===== src/rtl/pba_pkg.sv =====
package pba_pkg;

    localparam int SIZE_W   = 21;
    localparam int SLOT_W   = 4;
    localparam int OFFSET_W = 20;

    // Register index of page_size on the configuration port
    localparam int REG_PAGE_SIZE = 0;

    typedef enum logic [0:0] {
        KIND_ALLOC   = 1'b0,
        KIND_RELEASE = 1'b1
    } t_kind;

    typedef enum logic [2:0] {
        ST_OK        = 3'd0,
        ST_ZERO      = 3'd1,
        ST_TOO_LARGE = 3'd2,
        ST_FULL      = 3'd3,
        ST_BAD_SLOT  = 3'd4,
        ST_DEAD_OVF  = 3'd5
    } t_status;

    // One page slot as held in the slot memory
    typedef struct packed {
        logic [SIZE_W-1:0] page;
        logic [SIZE_W-1:0] free;
        logic [SIZE_W-1:0] dead;
    } t_page_entry;

    // Controller to datapath
    typedef struct packed {
        logic    load_in;
        logic    mul1;
        logic    mul2;
        logic    scan_start;
        logic    scan_step;
        logic    alloc_hit;
        logic    alloc_open;
        logic    rel_read;
        logic    rel_commit;
        logic    err;
        t_status err_code;
        logic    out_load;
    } t_dp_cmd;

    // Datapath to controller
    typedef struct packed {
        logic is_release;
        logic zero;
        logic too_large;
        logic slot_bad;
        logic hit;
        logic scan_end;
        logic free_any;
    } t_dp_stat;

endpackage


===== src/rtl/pba_ram.sv =====
module pba_ram #(
    parameter int WIDTH = 8,
    parameter int DEPTH = 16,
    localparam int AW = (DEPTH > 1) ? $clog2(DEPTH) : 1
) (
    input  logic             i_clk,
    input  logic             i_we,
    input  logic [AW-1:0]    i_waddr,
    input  logic [WIDTH-1:0] i_wdata,
    input  logic [AW-1:0]    i_raddr,
    output logic [WIDTH-1:0] o_rdata
);

    logic [WIDTH-1:0] r_mem [DEPTH];
    logic [WIDTH-1:0] r_rdata;

    always_ff @(posedge i_clk) begin
        if (i_we) begin
            r_mem[i_waddr] <= i_wdata;
        end
        r_rdata <= r_mem[i_raddr];
    end

    assign o_rdata = r_rdata;

endmodule


===== src/rtl/pba_dp.sv =====
module pba_dp
    import pba_pkg::*;
#(
    parameter int MAX_PAGES   = 16,
    parameter int ELEM_STRIDE = 16
) (
    input  logic                i_clk,
    input  logic                i_rst_n,
    input  t_dp_cmd             i_cmd,
    output t_dp_stat            o_stat,
    input  logic                i_kind,
    input  logic [SIZE_W-1:0]   i_size_bytes,
    input  logic [SLOT_W-1:0]   i_page_slot,
    input  logic [SIZE_W-1:0]   i_page_size,
    output logic [2:0]          o_status,
    output logic [SLOT_W-1:0]   o_granted_slot,
    output logic [OFFSET_W-1:0] o_offset,
    output logic [SIZE_W-1:0]   o_granted_size,
    output logic                o_page_opened,
    output logic                o_page_freed
);

    localparam int SW          = (MAX_PAGES > 1) ? $clog2(MAX_PAGES) : 1;
    localparam int RECIP_SHIFT = 30;
    // ceil(2^30 / stride): exact quotient for any dividend below 2^22
    localparam longint unsigned RecipL =
        ((64'd1 << RECIP_SHIFT) + ELEM_STRIDE - 1) / ELEM_STRIDE;
    localparam logic [30:0]   RECIP  = 31'(RecipL);
    localparam logic [21:0]   BIAS   = 22'(ELEM_STRIDE - 1);
    localparam logic [8:0]    STRIDE = 9'(ELEM_STRIDE);
    localparam logic [8:0]    PAGES  = 9'(MAX_PAGES);
    localparam logic [SW-1:0] LAST   = SW'(MAX_PAGES - 1);

    t_kind               r_kind;
    logic [SIZE_W-1:0]   r_size;
    logic [SLOT_W-1:0]   r_slot;
    logic [21:0]         r_quot;
    logic [21:0]         r_rounded;
    logic [MAX_PAGES-1:0] r_valid;
    logic [SW-1:0]       r_scan_idx;
    logic [SW-1:0]       r_cmp_idx;
    logic [SW-1:0]       r_free_idx;
    logic                r_free_any;

    t_status             r_res_status;
    logic [SLOT_W-1:0]   r_res_slot;
    logic [OFFSET_W-1:0] r_res_offset;
    logic [SIZE_W-1:0]   r_res_size;
    logic                r_res_opened;
    logic                r_res_freed;

    logic [2:0]          r_o_status;
    logic [SLOT_W-1:0]   r_o_slot;
    logic [OFFSET_W-1:0] r_o_offset;
    logic [SIZE_W-1:0]   r_o_size;
    logic                r_o_opened;
    logic                r_o_freed;

    logic [21:0]         w_biased;
    logic [52:0]         w_prod;
    logic [30:0]         w_mult;
    logic [SW-1:0]       w_slot_idx;
    logic [SIZE_W-1:0]   w_rounded;
    t_page_entry         w_rd;
    t_page_entry         w_wdata;
    logic [SW-1:0]       w_waddr;
    logic [SW-1:0]       w_raddr;
    logic                w_we;
    logic [21:0]         w_dead_sum;
    logic [SIZE_W-1:0]   w_dead_sat;
    logic                w_dead_ovf;
    logic                w_freed;

    assign w_biased   = 22'(r_size) + BIAS;
    assign w_prod     = 53'(w_biased) * 53'(RECIP);
    assign w_mult     = 31'(r_quot) * 31'(STRIDE);
    assign w_slot_idx = SW'(r_slot);
    assign w_rounded  = r_rounded[SIZE_W-1:0];

    // Release arithmetic: saturate the dead count to the field width
    assign w_dead_sum = 22'(w_rd.dead) + 22'(r_size);
    assign w_dead_sat = w_dead_sum[21] ? {SIZE_W{1'b1}} : w_dead_sum[SIZE_W-1:0];
    assign w_dead_ovf = w_dead_sat > w_rd.page;
    assign w_freed    = !w_dead_ovf && (w_dead_sat == (w_rd.page - w_rd.free));

    always_comb begin
        priority if (i_cmd.scan_start) begin
            w_raddr = LAST;
        end else if (i_cmd.rel_read) begin
            w_raddr = w_slot_idx;
        end else begin
            w_raddr = r_scan_idx;
        end
    end

    always_comb begin
        w_we    = 1'b0;
        w_waddr = r_cmp_idx;
        w_wdata = w_rd;
        priority if (i_cmd.alloc_hit) begin
            w_we         = 1'b1;
            w_wdata.free = w_rd.free - w_rounded;
        end else if (i_cmd.alloc_open && r_free_any) begin
            w_we         = 1'b1;
            w_waddr      = r_free_idx;
            w_wdata.page = i_page_size;
            w_wdata.free = i_page_size - w_rounded;
            w_wdata.dead = '0;
        end else if (i_cmd.rel_commit) begin
            w_we         = 1'b1;
            w_waddr      = w_slot_idx;
            w_wdata.dead = w_dead_sat;
        end else begin
            w_we = 1'b0;
        end
    end

    pba_ram #(
        .WIDTH ($bits(t_page_entry)),
        .DEPTH (MAX_PAGES)
    ) u_slot_ram (
        .i_clk   (i_clk),
        .i_we    (w_we),
        .i_waddr (w_waddr),
        .i_wdata (w_wdata),
        .i_raddr (w_raddr),
        .o_rdata (w_rd)
    );

    always_ff @(posedge i_clk) begin
        if (!i_rst_n) begin
            r_valid    <= '0;
            r_free_any <= 1'b0;
        end else begin
            if (i_cmd.scan_start) begin
                r_free_any <= 1'b0;
            end else if (i_cmd.scan_step && !r_valid[r_cmp_idx]) begin
                r_free_any <= 1'b1;
            end
            if (i_cmd.alloc_open && r_free_any) begin
                r_valid[r_free_idx] <= 1'b1;
            end else if (i_cmd.rel_commit && w_freed) begin
                r_valid[w_slot_idx] <= 1'b0;
            end
        end
    end

    always_ff @(posedge i_clk) begin
        if (i_cmd.load_in) begin
            r_kind <= t_kind'(i_kind);
            r_size <= i_size_bytes;
            r_slot <= i_page_slot;
        end
        if (i_cmd.mul1) begin
            r_quot <= w_prod[RECIP_SHIFT +: 22];
        end
        if (i_cmd.mul2) begin
            r_rounded <= w_mult[21:0];
        end
        // Scan from the top slot down; the lowest empty slot is the last one seen
        if (i_cmd.scan_start) begin
            r_cmp_idx  <= LAST;
            r_scan_idx <= LAST - SW'(1);
        end else if (i_cmd.scan_step) begin
            r_cmp_idx  <= r_scan_idx;
            r_scan_idx <= r_scan_idx - SW'(1);
            if (!r_valid[r_cmp_idx]) begin
                r_free_idx <= r_cmp_idx;
            end
        end

        priority if (i_cmd.err || (i_cmd.alloc_open && !r_free_any)) begin
            r_res_status <= i_cmd.alloc_open ? ST_FULL : i_cmd.err_code;
            r_res_slot   <= '0;
            r_res_offset <= '0;
            r_res_size   <= '0;
            r_res_opened <= 1'b0;
            r_res_freed  <= 1'b0;
        end else if (i_cmd.alloc_hit) begin
            r_res_status <= ST_OK;
            r_res_slot   <= SLOT_W'(r_cmp_idx);
            r_res_offset <= OFFSET_W'(w_rd.page - w_rd.free);
            r_res_size   <= w_rounded;
            r_res_opened <= 1'b0;
            r_res_freed  <= 1'b0;
        end else if (i_cmd.alloc_open) begin
            r_res_status <= ST_OK;
            r_res_slot   <= SLOT_W'(r_free_idx);
            r_res_offset <= '0;
            r_res_size   <= w_rounded;
            r_res_opened <= 1'b1;
            r_res_freed  <= 1'b0;
        end else if (i_cmd.rel_commit) begin
            r_res_status <= w_dead_ovf ? ST_DEAD_OVF : ST_OK;
            r_res_slot   <= '0;
            r_res_offset <= '0;
            r_res_size   <= '0;
            r_res_opened <= 1'b0;
            r_res_freed  <= w_freed;
        end else begin
            r_res_status <= r_res_status;
        end

        if (i_cmd.out_load) begin
            r_o_status <= r_res_status;
            r_o_slot   <= r_res_slot;
            r_o_offset <= r_res_offset;
            r_o_size   <= r_res_size;
            r_o_opened <= r_res_opened;
            r_o_freed  <= r_res_freed;
        end
    end

    assign o_stat.is_release = (r_kind == KIND_RELEASE);
    assign o_stat.zero       = (r_size == '0);
    assign o_stat.too_large  = r_rounded > 22'(i_page_size);
    assign o_stat.slot_bad   = (9'(r_slot) >= PAGES) || !r_valid[w_slot_idx];
    assign o_stat.hit        = r_valid[r_cmp_idx] && (22'(w_rd.free) >= r_rounded);
    assign o_stat.scan_end   = (r_cmp_idx == '0);
    assign o_stat.free_any   = r_free_any;

    assign o_status       = r_o_status;
    assign o_granted_slot = r_o_slot;
    assign o_offset       = r_o_offset;
    assign o_granted_size = r_o_size;
    assign o_page_opened  = r_o_opened;
    assign o_page_freed   = r_o_freed;

endmodule


===== src/rtl/pba_ctrl.sv =====
module pba_ctrl
    import pba_pkg::*;
(
    input  logic     i_clk,
    input  logic     i_rst_n,
    input  logic     i_valid,
    output logic     o_stall,
    output logic     o_valid,
    input  logic     i_stall,
    output t_dp_cmd  o_cmd,
    input  t_dp_stat i_stat
);

    typedef enum logic [2:0] {
        S_IDLE,
        S_MUL1,
        S_MUL2,
        S_CHECK,
        S_SCAN,
        S_OPEN,
        S_REL,
        S_DONE
    } t_state;

    t_state  r_state;
    t_state  n_state;
    logic    r_o_valid;
    logic    n_o_valid;
    t_dp_cmd w_cmd;

    always_comb begin
        w_cmd   = '0;
        n_state = r_state;
        unique case (r_state)
            S_IDLE: begin
                if (i_valid) begin
                    w_cmd.load_in = 1'b1;
                    n_state       = S_MUL1;
                end
            end
            S_MUL1: begin
                w_cmd.mul1 = 1'b1;
                n_state    = S_MUL2;
            end
            S_MUL2: begin
                w_cmd.mul2 = 1'b1;
                n_state    = S_CHECK;
            end
            S_CHECK: begin
                priority if (i_stat.zero) begin
                    w_cmd.err      = 1'b1;
                    w_cmd.err_code = ST_ZERO;
                    n_state        = S_DONE;
                end else if (i_stat.is_release && i_stat.slot_bad) begin
                    w_cmd.err      = 1'b1;
                    w_cmd.err_code = ST_BAD_SLOT;
                    n_state        = S_DONE;
                end else if (i_stat.is_release) begin
                    w_cmd.rel_read = 1'b1;
                    n_state        = S_REL;
                end else if (i_stat.too_large) begin
                    w_cmd.err      = 1'b1;
                    w_cmd.err_code = ST_TOO_LARGE;
                    n_state        = S_DONE;
                end else begin
                    w_cmd.scan_start = 1'b1;
                    n_state          = S_SCAN;
                end
            end
            S_SCAN: begin
                w_cmd.scan_step = 1'b1;
                priority if (i_stat.hit) begin
                    w_cmd.alloc_hit = 1'b1;
                    n_state         = S_DONE;
                end else if (i_stat.scan_end) begin
                    n_state = S_OPEN;
                end else begin
                    n_state = S_SCAN;
                end
            end
            S_OPEN: begin
                w_cmd.alloc_open = 1'b1;
                n_state          = S_DONE;
            end
            S_REL: begin
                w_cmd.rel_commit = 1'b1;
                n_state          = S_DONE;
            end
            S_DONE: begin
                if (!r_o_valid || !i_stall) begin
                    w_cmd.out_load = 1'b1;
                    n_state        = S_IDLE;
                end
            end
            default: begin
                n_state = S_IDLE;
            end
        endcase
    end

    always_comb begin
        priority if (w_cmd.out_load) begin
            n_o_valid = 1'b1;
        end else if (!i_stall) begin
            n_o_valid = 1'b0;
        end else begin
            n_o_valid = r_o_valid;
        end
    end

    always_ff @(posedge i_clk) begin
        if (!i_rst_n) begin
            r_state   <= S_IDLE;
            r_o_valid <= 1'b0;
        end else begin
            r_state   <= n_state;
            r_o_valid <= n_o_valid;
        end
    end

    assign o_stall = (r_state != S_IDLE);
    assign o_valid = r_o_valid;
    assign o_cmd   = w_cmd;

endmodule


===== src/rtl/paged_bump_allocator.sv =====
// Paged bump allocator. Keeps MAX_PAGES page slots, each with a size, a free-byte
// count and a dead-byte count. An allocate transaction rounds its size up to
// ELEM_STRIDE, takes the highest-numbered valid page with room, or else opens the
// lowest empty slot as a fresh page of page_size bytes, and bumps the page's
// offset. A release transaction adds its size to the page's dead bytes and frees
// the page once the dead bytes match the bytes handed out. One transaction is in
// work at a time; a finished result sits in the output register, so the next
// input is taken while it waits. A transaction steps through rounding and the
// checks; a rejected one goes straight to the hand-off, a release updates its
// slot, and an allocate scans the slots, one slot per cycle through the read port
// of the slot memory, and takes an open step when no page has room. The result
// then passes to the output register. page_size is written over an APB port at
// byte address 0 (bit 2 of paddr set selects nothing) and may only change while
// no transaction is in work.
module paged_bump_allocator
    import pba_pkg::*;
#(
    parameter int MAX_PAGES   = 16,
    parameter int ELEM_STRIDE = 16
) (
    input  logic                i_clk,
    input  logic                i_rst_n,

    // request channel
    input  logic                i_valid,
    output logic                o_stall,
    input  logic                i_kind,
    input  logic [SIZE_W-1:0]   i_size_bytes,
    input  logic [SLOT_W-1:0]   i_page_slot,

    // result channel
    output logic                o_valid,
    input  logic                i_stall,
    output logic [2:0]          o_status,
    output logic [SLOT_W-1:0]   o_granted_slot,
    output logic [OFFSET_W-1:0] o_offset,
    output logic [SIZE_W-1:0]   o_granted_size,
    output logic                o_page_opened,
    output logic                o_page_freed,

    // configuration
    input  logic                psel,
    input  logic                penable,
    input  logic                pwrite,
    input  logic [2:0]          paddr,
    input  logic [31:0]         pwdata,
    output logic [31:0]         prdata,
    output logic                pready
);

    localparam logic [SIZE_W-1:0] PAGE_SIZE_RST = 21'd65536;

    logic [SIZE_W-1:0] r_page_size;
    logic              w_cfg_sel;
    t_dp_cmd           w_cmd;
    t_dp_stat          w_stat;

    // Only one register: word 0. Ignore the byte lane bits.
    assign w_cfg_sel = (paddr[2] == 1'(REG_PAGE_SIZE));

    always_ff @(posedge i_clk) begin
        if (!i_rst_n) begin
            r_page_size <= PAGE_SIZE_RST;
        end else if (psel && penable && pwrite && w_cfg_sel) begin
            r_page_size <= pwdata[SIZE_W-1:0];
        end
    end

    assign prdata = w_cfg_sel ? 32'(r_page_size) : '0;
    assign pready = 1'b1;

    // Sequence the transaction: rounding, checks, slot scan, update, hand-off
    pba_ctrl u_ctrl (
        .i_clk   (i_clk),
        .i_rst_n (i_rst_n),
        .i_valid (i_valid),
        .o_stall (o_stall),
        .o_valid (o_valid),
        .i_stall (i_stall),
        .o_cmd   (w_cmd),
        .i_stat  (w_stat)
    );

    // Slot memory, valid marks, rounding multipliers and the result registers
    pba_dp #(
        .MAX_PAGES   (MAX_PAGES),
        .ELEM_STRIDE (ELEM_STRIDE)
    ) u_dp (
        .i_clk          (i_clk),
        .i_rst_n        (i_rst_n),
        .i_cmd          (w_cmd),
        .o_stat         (w_stat),
        .i_kind         (i_kind),
        .i_size_bytes   (i_size_bytes),
        .i_page_slot    (i_page_slot),
        .i_page_size    (r_page_size),
        .o_status       (o_status),
        .o_granted_slot (o_granted_slot),
        .o_offset       (o_offset),
        .o_granted_size (o_granted_size),
        .o_page_opened  (o_page_opened),
        .o_page_freed   (o_page_freed)
    );

endmodule


===== config.mk =====
export PLATFORM = sky130hd
export DESIGN_NAME = paged_bump_allocator
export DESIGN_NICKNAME = d
export VERILOG_FILES = /design/src/rtl/pba_pkg.sv /design/src/rtl/pba_ram.sv /design/src/rtl/pba_dp.sv /design/src/rtl/pba_ctrl.sv /design/src/rtl/paged_bump_allocator.sv
export SDC_FILE = /design/constraint.sdc
export NUM_CORES = 2
export LEC_CHECK = 0
export ABC_CLOCK_PERIOD_IN_PS = 8650
export BUFFER_PORTS_ARGS = -buffer_cell sky130_fd_sc_hd__buf_2
export CORE_ASPECT_RATIO = 2
export CORE_MARGIN = 4
export CORE_UTILIZATION = 40
export CTS_CLUSTER_DIAMETER = 50
export DETAILED_ROUTE_END_ITERATION = 6
export SLEW_MARGIN = 10
export SYNTH_ARGS = -nofsm -noshare
export SYNTH_HDL_FRONTEND = slang
export SYNTH_HIERARCHICAL = 1
export SYNTH_SLANG_ARGS = --single-unit

===== constraint.sdc =====
create_clock -name i_clk -period 8.65 [get_ports i_clk]
set_input_delay 1.73 -clock i_clk [delete_from_list [all_inputs] [get_ports i_clk]]
set_output_delay 1.73 -clock i_clk [all_outputs]
set_load 0.01 [all_outputs]

==> results.json <==
{
  "outcome": "finished, final reports clean",
  "io_buffers": 123,
  "first_pass_grt_wire_length_mm": 202.3,
  "ant_nets": 0,
  "yosys_warnings": 6,
  "min_from": "u_dp/r_quot[15]$_DFFE_PP_",
  "grt_usage": 0.1989,
  "critPathKind": "reg2reg",
  "synth_area_per_cell_um2": 16.72,
  "place_congestion": 0.9061,
  "placeableCoreArea_mm2": 0.1315,
  "initial_core_util": 0.4040,
  "design.portCount": 153,
  "drt_drc_violations_left": 0,
  "vdd.ir_drop.worst_mv": 0.2364,
  "cts_root_buffer": "clkbuf_16",
  "grt_antenna_before_repair": 7,
  "post_cts_resized": 0,
  "numCtsBuffers": 103,
  "firstDrtPassIters": 5,
  "startpoint_type": "register",
  "fmax_mhz": 140.0,
  "period_share": 0.8260,
  "worst_r2r_startpoint": "u_dp/r_rounded[4]$_DFFE_PP_",
  "post_cts_hold_buffer_count": 0,
  "final_layout_size_suffix_gt1_frac": 0.2058,
  "worst-endpoint-arrival_ps": 7520,
  "final-setup-viol-count": 0,
  "fin_worst_hold_slack_ps": 417.6,
  "grt_max_degree": 89,
  "total_length_of_routed_wires_mm": 140.7,
  "synthesis.instances": 3176,
  "pleak_nw": 20.07,
  "power_per_cell_area_mw_per_mm2": 353.5,
  "design.die.area_mm2": 0.1390,
  "drtIter0Drc": 2435,
  "route.vias.total": 29280,
  "final_util": 0.4554,
  "grt_setup_unrepaired": "false",
  "clk_slew_on_worst_s_h_paths_ps": 70,
  "site_rows": 188,
  "clock-sinks": 1279,
  "min_period_ps": 7145,
  "die_h_um": 523.4,
  "setup.worst_path.start": "u_dp/r_rounded[4]$_DFFE_PP_",
  "kind_of_end_point_of_the_critical_path": "register",
  "vias_per_cell": 5.687,
  "max-cap-violations": 0,
  "design.final.nets": 3532,
  "grt_overflow_total": 0,
  "finalMaxSlewViolations": 0,
  "route.detailed.wl_per_inst_um": 27.33,
  "min-delay-path-class": "reg2reg",
  "timing.final.hold_violations": 0,
  "insertion_delay_ps": 730,
  "worst-endpoint-required_ps": 9030,
  "syn_area_mm2": 0.05312,
  "max_slew.worst_pin.slew_ps": 1290,
  "max_clock_skew_ps": 41.89,
  "cts_max_level": 3,
  "cts_setup_buffers": 0,
  "critical_path_peak_fanout": 57,
  "cts_buffer_depth": 3,
  "syn2layout_area_growth_pct": 12.73,
  "slew_headroom": 0.1374,
  "place.detailed.hpwl_mm": 86.56,
  "first_global_vias": 29510,
  "fin_tns_setup_ps": 0,
  "cts_tree": "yes",
  "die_x_um": 265.7
}
[cell usage in the layout, fill, tap and decap left out, drive strengths merged, types with 38 or more instances in the layout]
master,count
edfxtp,1123
mux4,262
nand2,246
buf,214
dfxtp,156
a22oi,131
clkbuf,125
inv,118
ha,112
o21ai,112
nor2,107
a21oi,90
xnor2,47
a22o,47
clkinv,40
nor2b,38
[through the flow]
step	instance area (µm²)	instances	setup slack [ps]	power (mW)
2_1_floorplan	53190	3189	1357	13.54
3_3_place_gp	56220	4953	1712	16.14
3_5_place_dp	56220	4953	1671	16.24
4_1_cts	59860	5146	1623	21.28
5_1_grt	59880	5147	1260	22.11
6_report	59880	5148	1505	21.17
[final timing paths]
check                           slack (ps)  cells after the start                                     end
worst max register to register        1510                     19  u_dp/u_slot_ram/r_mem[0][44]$_DFFE_PP_
worst min register to register         420                      0            u_dp/r_rounded[19]$_DFFE_PP_
worst min-delay path                   420                      0            u_dp/r_rounded[19]$_DFFE_PP_
worst max-delay path                  1510                     19  u_dp/u_slot_ram/r_mem[0][44]$_DFFE_PP_
[state kept, by name (all words and copies together) (netlist names), 4 cells and up]
register	flops
u_dp/r_scan_idx	4
u_dp/o_granted_size	17
r_page_size	21
u_dp/r_slot	4
u_dp/r_res_slot	4
u_dp/u_slot_ram/r_mem	1008
u_dp/r_res_offset	20
u_dp/r_free_idx	4
u_dp/u_slot_ram/o_rdata	63
u_dp/r_valid	16
u_dp/o_granted_slot	4
u_dp/r_cmp_idx	4
u_dp/r_res_size	17
u_dp/r_rounded	18
u_dp/r_quot	18
u_dp/o_offset	20
u_dp/r_size	21
[cell type report]
class / count / area [µm²]
timing repair buffer: 214 / 1574
multi-input combinational: 1638 / 15260
antenna: 2 / 5.005
inverter: 112 / 420.4
sequential: 1279 / 36850
fill: 11220 / 71610
tap: 1710 / 2140
clock buffer: 125 / 2814
clock inverter: 68 / 820.8
[power breakdown]
| group | leakage [nW] | switching [mW] | internal, mW |
|---|---|---|---|
| sequential | 11.4 | 0.466 | 7.88 |
| clock | 1.77 | 2.21 | 2.82 |
| combinational | 6.88 | 4.84 | 2.95 |
[routing by layer]
| metal | vias to the layer above | global-route usage | wire length (µm) |
|---|---|---|---|
| met1 | 15150 | 0.2324 | 50950 |
| met4 | 8 | 0.07171 | 5371 |
| li1 | 12860 | - | - |
| met3 | 220 | 0.02730 | 7795 |
| met5 | - | 0 | 46 |
| met2 | 1036 | 0.3720 | 76510 |
[critical path: stages (launching register included)]
cell,delay (ps)
edfxtp_1,590
ha_1,320
fa_1,410
nor2b_1,130
o21ai_0,120
a21boi_0,210
o21ai_0,180
a211oi_1,490
o311ai_0,330
a21boi_0,250
o21ai_0,130
nand2_1,100
a21oi_1,100
nor3_1,280
and2_2,220
buf_4,520
o21ai_0,300
or3b_2,650
nor3_4,1020
buf_4,440
No activity file was read; power rests on OpenSTA's default activity.
